<file path="src/rtl/core/pfe_pkg.sv">
package pfe_pkg;

  // Input command codes
  localparam logic [1:0] CmdFormat  = 2'd0;
  localparam logic [1:0] CmdStrByte = 2'd1;
  localparam logic [1:0] CmdStrEnd  = 2'd2;
  localparam logic [1:0] CmdStrNull = 2'd3;

  // Characters with a meaning in the format
  localparam logic [7:0] ChrPercent = 8'h25;
  localparam logic [7:0] ChrMinus   = 8'h2d;
  localparam logic [7:0] ChrLowD    = 8'h64;
  localparam logic [7:0] ChrLowX    = 8'h78;
  localparam logic [7:0] ChrLowS    = 8'h73;

  // Digit, character and bit counts
  localparam int unsigned DecDigits = 10;
  localparam int unsigned HexDigits = 8;
  localparam int unsigned NullChars = 6;
  localparam int unsigned NumBits   = 32;

  // Lowercase hex digit, also serves decimal digits 0..9
  function automatic logic [7:0] hex_char(input logic [3:0] nib);
    logic [7:0] c;
    case (nib)
      4'd0:    c = 8'h30;
      4'd1:    c = 8'h31;
      4'd2:    c = 8'h32;
      4'd3:    c = 8'h33;
      4'd4:    c = 8'h34;
      4'd5:    c = 8'h35;
      4'd6:    c = 8'h36;
      4'd7:    c = 8'h37;
      4'd8:    c = 8'h38;
      4'd9:    c = 8'h39;
      4'd10:   c = 8'h61;
      4'd11:   c = 8'h62;
      4'd12:   c = 8'h63;
      4'd13:   c = 8'h64;
      4'd14:   c = 8'h65;
      default: c = 8'h66;
    endcase
    return c;
  endfunction

  // "(null)" indexed by characters remaining after this one
  function automatic logic [7:0] null_char(input logic [2:0] rem);
    logic [7:0] c;
    case (rem)
      3'd5:    c = 8'h28;
      3'd4:    c = 8'h6e;
      3'd3:    c = 8'h75;
      3'd2:    c = 8'h6c;
      3'd1:    c = 8'h6c;
      default: c = 8'h29;
    endcase
    return c;
  endfunction

endpackage

</file>
<file path="src/rtl/core/print_format_engine.sv">
// Output: a plain byte, string byte or unknown directive shows its character in the
// cycle after acceptance. %x emits one nibble per cycle and "(null)" one character
// per cycle while the output is not stalled; %d runs a bit-serial binary-to-BCD pass
// over the 32 magnitude bits and then emits ten digits like %x. Leading zeros print
// nothing. Throughput: one item at a time; the next item waits for the last character.
// Reset (rst_ni low, asynchronous): no pending '%', string mode off, count 0.
module print_format_engine (
  input  logic               clk_i,
  input  logic               rst_ni,
  input  logic               in_valid_i,
  output logic               in_stall_o,
  input  logic [1:0]         command_i,
  input  logic [7:0]         data_byte_i,
  input  logic signed [31:0] number_i,
  input  logic               final_format_i,
  output logic               out_valid_o,
  input  logic               out_stall_i,
  output logic [7:0]         out_char_o,
  output logic               run_last_o,
  output logic [30:0]        total_o
);

  typedef enum logic [1:0] {
    ST_IDLE,
    ST_CONV,
    ST_DIGIT,
    ST_NULL
  } state_e;

  state_e      state_q, state_d;
  logic [4:0]  cnt_q, cnt_d;
  logic [31:0] mag_q, mag_d;
  logic [39:0] digits_q, digits_d;
  logic        started_q, started_d;
  logic        pending_q, pending_d;
  logic        smode_q, smode_d;
  logic        out_valid_q, out_valid_d;
  logic [7:0]  out_char_q;
  logic        out_last_q;
  logic [30:0] total_q;

  logic        out_free, accept;
  logic        emit;
  logic [7:0]  emit_char;
  logic        emit_last;
  logic [39:0] bcd_adj;
  logic [3:0]  top_dig;
  logic        show_dig;
  logic [31:0] num_mag;

  assign out_free   = !out_valid_q || !out_stall_i;
  assign in_stall_o = (state_q != ST_IDLE) || !out_free;
  assign accept     = in_valid_i && !in_stall_o;

  assign num_mag  = number_i[31] ? (32'd0 - number_i) : number_i;
  assign top_dig  = digits_q[39:36];
  assign show_dig = (top_dig != 4'd0) || started_q || (cnt_q == 5'd0);

  // Add-3 correction per BCD digit before each shift
  always_comb begin
    for (int i = 0; i < pfe_pkg::DecDigits; i++) begin
      bcd_adj[i*4 +: 4] = (digits_q[i*4 +: 4] >= 4'd5) ?
                          (digits_q[i*4 +: 4] + 4'd3) : digits_q[i*4 +: 4];
    end
  end

  // Next state and character emission
  always_comb begin
    state_d   = state_q;
    cnt_d     = cnt_q;
    mag_d     = mag_q;
    digits_d  = digits_q;
    started_d = started_q;
    pending_d = pending_q;
    smode_d   = smode_q;
    emit      = 1'b0;
    emit_char = data_byte_i;
    emit_last = 1'b1;

    unique case (state_q)
      ST_IDLE: begin
        if (accept) begin
          unique case (command_i)
            pfe_pkg::CmdFormat: begin
              smode_d = 1'b0;
              if (pending_q) begin
                pending_d = 1'b0;
                if (data_byte_i == pfe_pkg::ChrLowD) begin
                  mag_d     = num_mag;
                  digits_d  = '0;
                  cnt_d     = '0;
                  state_d   = ST_CONV;
                  emit      = number_i[31];
                  emit_char = pfe_pkg::ChrMinus;
                  emit_last = 1'b0;
                end else if (data_byte_i == pfe_pkg::ChrLowX) begin
                  digits_d  = {number_i, 8'h00};
                  cnt_d     = 5'(pfe_pkg::HexDigits - 1);
                  started_d = 1'b0;
                  state_d   = ST_DIGIT;
                end else if (data_byte_i == pfe_pkg::ChrLowS) begin
                  smode_d = 1'b1;
                end else begin
                  emit = 1'b1;
                end
              end else if (data_byte_i == pfe_pkg::ChrPercent && !final_format_i) begin
                pending_d = 1'b1;
              end else begin
                emit = 1'b1;
              end
            end
            pfe_pkg::CmdStrByte: begin
              if (smode_q) begin
                if (data_byte_i == 8'h00) begin
                  smode_d = 1'b0;
                end else begin
                  emit = 1'b1;
                end
              end
            end
            pfe_pkg::CmdStrEnd: begin
              smode_d = 1'b0;
            end
            pfe_pkg::CmdStrNull: begin
              if (smode_q) begin
                smode_d = 1'b0;
                cnt_d   = 5'(pfe_pkg::NullChars - 1);
                state_d = ST_NULL;
              end
            end
            default: ;
          endcase
        end
      end

      // One magnitude bit per cycle into the BCD register
      ST_CONV: begin
        digits_d = {bcd_adj[38:0], mag_q[31]};
        mag_d    = {mag_q[30:0], 1'b0};
        cnt_d    = cnt_q + 5'd1;
        if (cnt_q == 5'(pfe_pkg::NumBits - 1)) begin
          cnt_d     = 5'(pfe_pkg::DecDigits - 1);
          started_d = 1'b0;
          state_d   = ST_DIGIT;
        end
      end

      // One digit per cycle from the top while the output is not stalled, leading zeros skipped
      ST_DIGIT: begin
        emit_char = pfe_pkg::hex_char(top_dig);
        emit_last = (cnt_q == 5'd0);
        if (!show_dig || out_free) begin
          emit     = show_dig;
          digits_d = {digits_q[35:0], 4'h0};
          if (show_dig) begin
            started_d = 1'b1;
          end
          if (cnt_q == 5'd0) begin
            state_d = ST_IDLE;
          end else begin
            cnt_d = cnt_q - 5'd1;
          end
        end
      end

      ST_NULL: begin
        emit_char = pfe_pkg::null_char(cnt_q[2:0]);
        emit_last = (cnt_q == 5'd0);
        if (out_free) begin
          emit = 1'b1;
          if (cnt_q == 5'd0) begin
            state_d = ST_IDLE;
          end else begin
            cnt_d = cnt_q - 5'd1;
          end
        end
      end

      default: state_d = ST_IDLE;
    endcase

    out_valid_d = emit ? 1'b1 : (out_valid_q && out_stall_i);
  end

  // State and output register
  always_ff @(posedge clk_i or negedge rst_ni) begin
    if (!rst_ni) begin
      state_q     <= ST_IDLE;
      cnt_q       <= '0;
      mag_q       <= '0;
      digits_q    <= '0;
      started_q   <= 1'b0;
      pending_q   <= 1'b0;
      smode_q     <= 1'b0;
      out_valid_q <= 1'b0;
      out_char_q  <= '0;
      out_last_q  <= 1'b0;
      total_q     <= '0;
    end else begin
      state_q     <= state_d;
      cnt_q       <= cnt_d;
      mag_q       <= mag_d;
      digits_q    <= digits_d;
      started_q   <= started_d;
      pending_q   <= pending_d;
      smode_q     <= smode_d;
      out_valid_q <= out_valid_d;
      if (emit) begin
        out_char_q <= emit_char;
        out_last_q <= emit_last;
        if (!(&total_q)) begin
          total_q <= total_q + 31'd1;
        end
      end
    end
  end

  assign out_valid_o = out_valid_q;
  assign out_char_o  = out_char_q;
  assign run_last_o  = out_last_q;
  assign total_o     = total_q;

`ifndef SYNTHESIS
  // Count only moves up, one step per new character
  a_total_mono: assert property (@(posedge clk_i) disable iff (!rst_ni)
    ##1 (total_o == $past(total_o) || total_o == $past(total_o) + 31'd1))
    else $error("character count jumped");

  // A pending '%' and string mode never coexist
  a_mode_excl: assert property (@(posedge clk_i) disable iff (!rst_ni)
    !(pending_q && smode_q))
    else $error("pending percent inside string mode");

  // Once the last character of an item is shown, the sequencer is idle
  a_last_idle: assert property (@(posedge clk_i) disable iff (!rst_ni)
    (out_valid_q && out_last_q) |-> (state_q == ST_IDLE))
    else $error("last character shown while still busy");

  // No item is taken during a BCD conversion or a "(null)" run
  a_busy_stall: assert property (@(posedge clk_i) disable iff (!rst_ni)
    (state_q == ST_CONV || state_q == ST_NULL) |-> !accept)
    else $error("item accepted during a run");
`endif

endmodule
</file>
<file path="config.mk">
export PLATFORM = sky130hd
export DESIGN_NAME = print_format_engine
export DESIGN_NICKNAME = d
export VERILOG_FILES = /design/src/rtl/core/pfe_pkg.sv /design/src/rtl/core/print_format_engine.sv
export SDC_FILE = /design/constraint.sdc
export NUM_CORES = 1
export LEC_CHECK = 0
export BUFFER_PORTS_ARGS = -buffer_cell sky130_fd_sc_hd__buf_2
export CORE_MARGIN = 4
export CORE_UTILIZATION = 60
export CTS_CLUSTER_SIZE = 30
export DETAILED_ROUTE_END_ITERATION = 10
export GPL_TIMING_DRIVEN = 0
export PLACE_DENSITY = 0.79
export SLEW_MARGIN = 15
export SYNTH_ARGS = -nofsm -noshare
export SYNTH_HDL_FRONTEND = slang
export SYNTH_SLANG_ARGS = --single-unit
export TNS_END_PERCENT = 20
</file>
<file path="constraint.sdc">
create_clock -name clk_i -period 6.1 [get_ports clk_i]
set_input_delay 0.305 -clock clk_i [delete_from_list [all_inputs] [get_ports clk_i]]
set_output_delay 0.305 -clock clk_i [all_outputs]
set_load 0.01 [all_outputs]
</file>
==> flow_summary.toml, run 1 <==
[synth]
synth_fa_ha_area_frac = 0.0526
synth_xor_area_frac = 0.0706
synth_edf_count = 0
synth.area.top_cells = "dfrtp_1 36%, o21ai_0 6.7%, nand2_1 6.6%"
async_reset_ff_frac = 1.00
synth_area_per_cell_um2 = 8.26
synth-seq-area-share = 0.360
yosys_warnings = 0
synth.top_cell.area_share = 0.360
yosys.area.top_type = "dfrtp_1"
synth_top_family_by_area = "compound AO/OA/AOI/OAI gates"
ys_types = 77
synth-compound-area-share = 0.223
syn_inst = 1036
muxShareOfSynthArea = 0.0225
syn_area_um2 = 8560
yosys.area_share.simple = 0.222
ys_seq_elements = 123
synthFlopType = "dfrtp_1"
synth_fp_nets = 1119

[detailed_routing]
post-route-drc-count = 0
antenna_left = 0
drtIter0Drc = 899
vias = 8533
firstDrtPassIters = 6
wirelength_um = 25700
vias_per_cell = 6.38
detail_route.wl_per_cell_um = 19.2

[cts]
clkTransAtPathRegs_ns = 0.06
ctsHoldBuffers = 1
cts_inserted_buffers = 17
ctsResizeCount = 0
cts_root_buf = "clkbuf_16"
insertion_delay_ns = 0.43
post_cts.repair.setup_buffers = 0
cts_buffer_depth = 2
tritoncts = "done"
htree_levels = 4
cts_sinks = 123

[final_layout]
layout_commonest_cell = "nand2_1"
nNetsFinal = 1227
syn2layout_area_growth_pct = 15.2
mostFrequentLayoutCells = "150 x nand2_1, 123 x dfrtp_1, 115 x o21ai_0"
drive_gt1_frac = 0.134
n_antenna_cell = 0

[setup_path]
cp-end-kind = "flop"
critPathMaxFanout = 10
cp.required_ns = 6.44
cp-start-kind = "flop"
cp.arrival_ns = 3.45
worstSetupPathType = "reg2reg"

[grt]
grt.total_usage = 0.324
grt_pass1_wl_um = 42000
grt_pass1_vias = 8180
antenna_found_initial = 0
grt_max_degree = 63
overflow = 0

[status]
run_status = "finished clean"

[pwr]
total_power_mw = 4.54
p_per_area_nw_per_um2 = 461
p_leak_nw = 4.28
peakVddDrop_v = 0.000313

[placement]
gp_congestion = 0.950
port_buffers = 87
dp.final_hpwl_um = 18500

[sta]
setup_violations = 0
slew_headroom = 0.429
finalHoldViolations = 0
final.min_clock_period_ns = 3.11
rsz0062_at_grt = "false"
finClkSkew_ns = 0.00899
slew_violations = 0
worst_slew_pin_slew_ns = 0.857
final.setup.tns_ns = 0
period_share = 0.511
max_freq_ghz = 0.321

[die]
rows = 43
dieWidth_um = 127
io_pins = 89
start_util = 0.614
coreArea_um2 = 13900
die_area_um2 = 16200
die_h_um = 127

[flow_run]
maxCapViolCount = 0

[min_path]
min_path_type = "in2reg"
[state kept, by name, indices dropped and copies added, names as in the netlist]
register / cells
total_o: 31
started_q: 1
mag_q: 32
smode_q: 1
out_char_o: 8
out_valid_o: 1
state_q: 2
digits_q: 40
cnt_q: 5
run_last_o: 1
pending_q: 1
[final cells by class]
type	count	area, µm²
clock inverters	11	145
flip-flops and latches	123	3080
well taps	180	225
inverters	41	154
plain buffers	63	268
repair buffers	89	479
fillers	1114	4080
multi-input cells	809	5060
clock buffers	21	450
[path summary, 6_finish.rpt]
kind                           startpoint            end  slack, ns  cells after the start
max                            state_q[1]      mag_q[29]       2.99                      8
min                        data_byte_i[7]  out_char_o[7]       0.16                      3
max reg2reg                    state_q[1]      mag_q[29]       2.99                      8
min reg2reg                 out_char_o[5]  out_char_o[5]       0.48                      2
max in group asynchronous          rst_ni      mag_q[21]       4.96                      3
min in group asynchronous          rst_ni     run_last_o       0.42                      2
[per-layer routing]
layer,vias up,track usage,part of all wire
li1,3940,-,-
met1,4039,0.434,0.41
met2,466,0.516,0.46
met3,88,0.0594,0.090
met4,0,0.139,0.039
met5,-,0,0
[cell families after synthesis]
| logic type | after synthesis |
|---|---|
| compound gates | 310 |
| xor+xnor | 69 |
| fa+ha+maj | 36 |
| buf+inv | 104 |
| flops | 123 |
| mux | 18 |
| simple gates | 376 |
[power by group]
| group | switching (mW) | internal (mW) |
|---|---|---|
| sequential | 0.250 | 1.10 |
| clock | 0.380 | 0.651 |
| combinational | 1.37 | 0.787 |
| total | 2.00 | 2.54 |
[worst max-delay path: stages (launching register included)]
cell	delay [ns]
dfrtp_1	0.40
inv_1	0.08
ha_1	0.18
clkbuf_1	0.18
inv_1	0.21
clkbuf_1	0.61
clkbuf_1	0.67
nand3_1	0.43
o21ai_0	0.26
[synth_stat cells (6+ instances only)]
cell / instances
o31ai_1: 25
o21ai_1: 8
nand2b_1: 15
nor3b_1: 8
buf_2: 7
nor3_1: 19
o21ai_0: 115
clkbuf_1: 49
xor2_1: 16
nand3_1: 18
nor2_1: 65
or4_1: 6
and3_1: 9
a22oi_1: 7
a221oi_1: 15
ha_1: 36
a21oi_1: 82
mux2_2: 6
nand4_1: 24
nand2_1: 150
xnor2_1: 53
mux2i_1: 11
a21o_1: 7
nor4_1: 9
dfrtp_1: 123
inv_1: 41
nor2b_1: 9
[through the flow]
step / instance area (µm²) / instances / hold slack, ns / setup WS (ns) / util
4_1_cts: 9860 / 1337 / 0.143 / 3.00 / 0.707
5_1_grt: 9860 / 1337 / 0.181 / 2.83 / 0.707
6_report: 9860 / 1337 / 0.158 / 2.99 / 0.707
3_3_place_gp: 9220 / 1303 / 0.456 / 3.06 / 0.661
3_5_place_dp: 9250 / 1304 / 0.321 / 3.02 / 0.664
2_1_floorplan: 8560 / 1036 / 0.00941 / 3.68 / -
(Power assumes the default switching activity.)
==> inputs of run 2 (changes only) <==
--- a/config.mk
+++ b/config.mk
@@ -5,6 +5,7 @@
 export SDC_FILE = /design/constraint.sdc
 export NUM_CORES = 1
 export LEC_CHECK = 0
+export ABC_AREA = 1
 export BUFFER_PORTS_ARGS = -buffer_cell sky130_fd_sc_hd__buf_2
 export CORE_MARGIN = 4
 export CORE_UTILIZATION = 60
==> constraint.sdc (replaced) <==
create_clock -name clk_i -period 3.2 [get_ports clk_i]
set_input_delay 0.16 -clock clk_i [delete_from_list [all_inputs] [get_ports clk_i]]
set_output_delay 0.16 -clock clk_i [all_outputs]
set_load 0.01 [all_outputs]
==> run 2 against run 1 <==
Compared with the run above:
- via count is 14% higher
- die area is 6.2% higher
- count of clock-buffer cells in the layout grew 3
- clock power grew 85%
- critical endpoint is now total_o[27]
- largest cell class unchanged
==> flow_summary.toml, run 2 <==
[status]
run_status = "finished clean"

[cts]
post_cts.repair.setup_buffers = 0
cts_inserted_buffers = 17
cts_root_buf = "clkbuf_16"
cts_sinks = 123
clkTransAtPathRegs_ns = 0.06
cts_buffer_depth = 2
tritoncts = "done"
insertion_delay_ns = 0.43
htree_levels = 4

[min_path]
min_path_type = "in2reg"
hold_depth = 3
min_to = "out_char_o[7]"
min-delay-start = "data_byte_i[7]"

[sta]
period_share = 0.856
final.setup.tns_ns = 0
final.min_clock_period_ns = 2.74
finalHoldViolations = 0
rsz0062_at_grt = "false"
slew_violations = 0
finClkSkew_ns = 0.0128
worst_slew_pin_slew_ns = 0.839
setup_violations = 0
max_freq_ghz = 0.365
holdWs_ns = 0.0117
worst_slack_ns = 0.460
slew_headroom = 0.441

[setup_path]
crit_family = "buffers and inverters"
cp-end-kind = "flop"
timing.rr.start = "state_q[1]"
critPathMaxFanout = 10
cp.required_ns = 3.57
max_stage_delay_ns = 0.63
critPathBufInv = 5
cp-start-kind = "flop"
cp.arrival_ns = 3.11
worst-r2r-cell-count = 8
crit_chain = "inv_1, ha_1, inv_1, clkbuf_1, clkbuf_1, buf_1, nand4_1, nand2_1"
r2r_slack_ns = 0.46
critPathSlowestCell = "clkbuf_1"
r2r_end = "total_o[27]"
worstSetupPathType = "reg2reg"
crit_start = "state_q[1]"

[final_layout]
mostFrequentLayoutCells = "290 x nand2_1, 160 x o21ai_0, 144 x inv_1"
layout_commonest_cell = "nand2_1"
largest-register = "digits_q"
largest_reg_flops = 40
filler_cell_count = 1277
nNetsFinal = 1508
fin_cells = 1621
n_antenna_cell = 0
drive_gt1_frac = 0.114
utilization = 0.708
syn2layout_area_growth_pct = 14.1
fin_area_um2 = 10400

[placement]
port_buffers = 88
dp_cells = 1589
pre_cts_slack_ns = 0.515
post_dp_cell_area_um2 = 9830
dp.final_hpwl_um = 20800
gp_congestion = 0.996

[synth]
yosysMostFrequentCell = "nand2_1"
syn_area_um2 = 9120
ys_seq_elements = 123
yosys_warnings = 0
yosys.area.top_type = "dfrtp_1"
synth_fp_nets = 1399
ys_top_cells_by_count = "290 x nand2_1, 160 x o21ai_0, 144 x inv_1, 123 x dfrtp_1, 108 x nor2_1"
synth-seq-area-share = 0.337
ys_types = 43
synth.area.top_cells = "dfrtp_1 34%, nand2_1 12%, o21ai_0 8.8%"
async_reset_ff_frac = 1.00
synth.top_cell.area_share = 0.337
synthFlopType = "dfrtp_1"
synth_edf_count = 0
synth_area_per_cell_um2 = 6.93
syn_inst = 1316

[pwr]
p_per_area_nw_per_um2 = 899
switchingPower_mw = 4.44
p_int_mw = 4.92
peakVddDrop_v = 0.000557
share_seq_of_total_power = 0.276
pwr-share-comb = 0.520
total_power_mw = 9.36
switching_share = 0.474
p_clk_frac = 0.204
p_leak_nw = 5.13

[grt]
antenna_found_initial = 0
grt_pass1_wl_um = 45700
overflow = 0
grt.total_usage = 0.322
grt_max_degree = 81
grt_pass1_vias = 9060

[die]
start_util = 0.621
dieWidth_um = 131
die_area_um2 = 17200
io_pins = 89
die_h_um = 131
coreArea_um2 = 14700
rows = 44

[detailed_routing]
vias_per_cell = 6.02
post-route-drc-count = 0
detail_route.wl_per_cell_um = 17.4
drtIter0Drc = 955
firstDrtPassIters = 6
antenna_left = 0
vias = 9759
wirelength_um = 28200

[flow_run]
maxCapViolCount = 0
run 2: how the worst max path moves through the flow:
stage / endpoint / slack [ns] / cells after the start
after CTS: total_o[21] / 0.50 / 8
after floorplan: digits_q[7] / 1.34 / 10
after detailed placement: mag_q[23] / 0.52 / 9
after global routing: total_o[23] / 0.32 / 8
final: total_o[27] / 0.46 / 8
after global placement: mag_q[13] / 0.39 / 1
run 2: what timing repair did:
item,in CTS,in global routing
endpoints found under the hold margin,43,0
gates resized for setup,0,0
hold buffers,1,0
run 2: cell families (layout without fill, tap and decap cells):
kind of cell | count (synthesis) | in the layout | share of synthesized area
buffers and inverters | 209 | 330 | 0.0945
DFF | 123 | 123 | 0.337
and+or+nand+nor | 580 | 580 | 0.279
adders and majority gates | 36 | 36 | 0.0494
xor gates and xnor gates | 48 | 48 | 0.0461
AOI/OAI and AO/OA | 315 | 315 | 0.189
muxes | 5 | 5 | 0.00549
run 2: power by group through the flow:
stage	clock network [mW]	registers [mW]	logic [mW]
finish	1.91	2.58	4.86
global route	1.99	2.65	5.44
CTS	1.92	2.57	4.77
detailed placement	0	2.58	4.73
global placement	0	2.57	4.60
floorplan	0	2.51	3.41
run 2: per-layer routing:
metal	global-route usage	routed length, µm
met1	0.437	12000
met2	0.515	13000
met3	0.0608	2310
met4	0.128	898
met5	0	0
run 2: layout make-up:
type / count / area, µm² / share of cell area
well taps: 184 / 230 / 0.0221
multi-input cells: 984 / 5180 / 0.498
clock inverters: 7 / 90.1 / 0.00865
plain buffers: 62 / 310 / 0.0298
clock buffers: 24 / 482 / 0.0463
inverters: 147 / 552 / 0.0530
repair buffers: 90 / 484 / 0.0465
flip-flops and latches: 123 / 3080 / 0.296
run 2: tightest hold or removal path, stage by stage:
cell and delay [ns]:
buf_2 0.11, nand2_1 0.05, o21ai_0 0.07
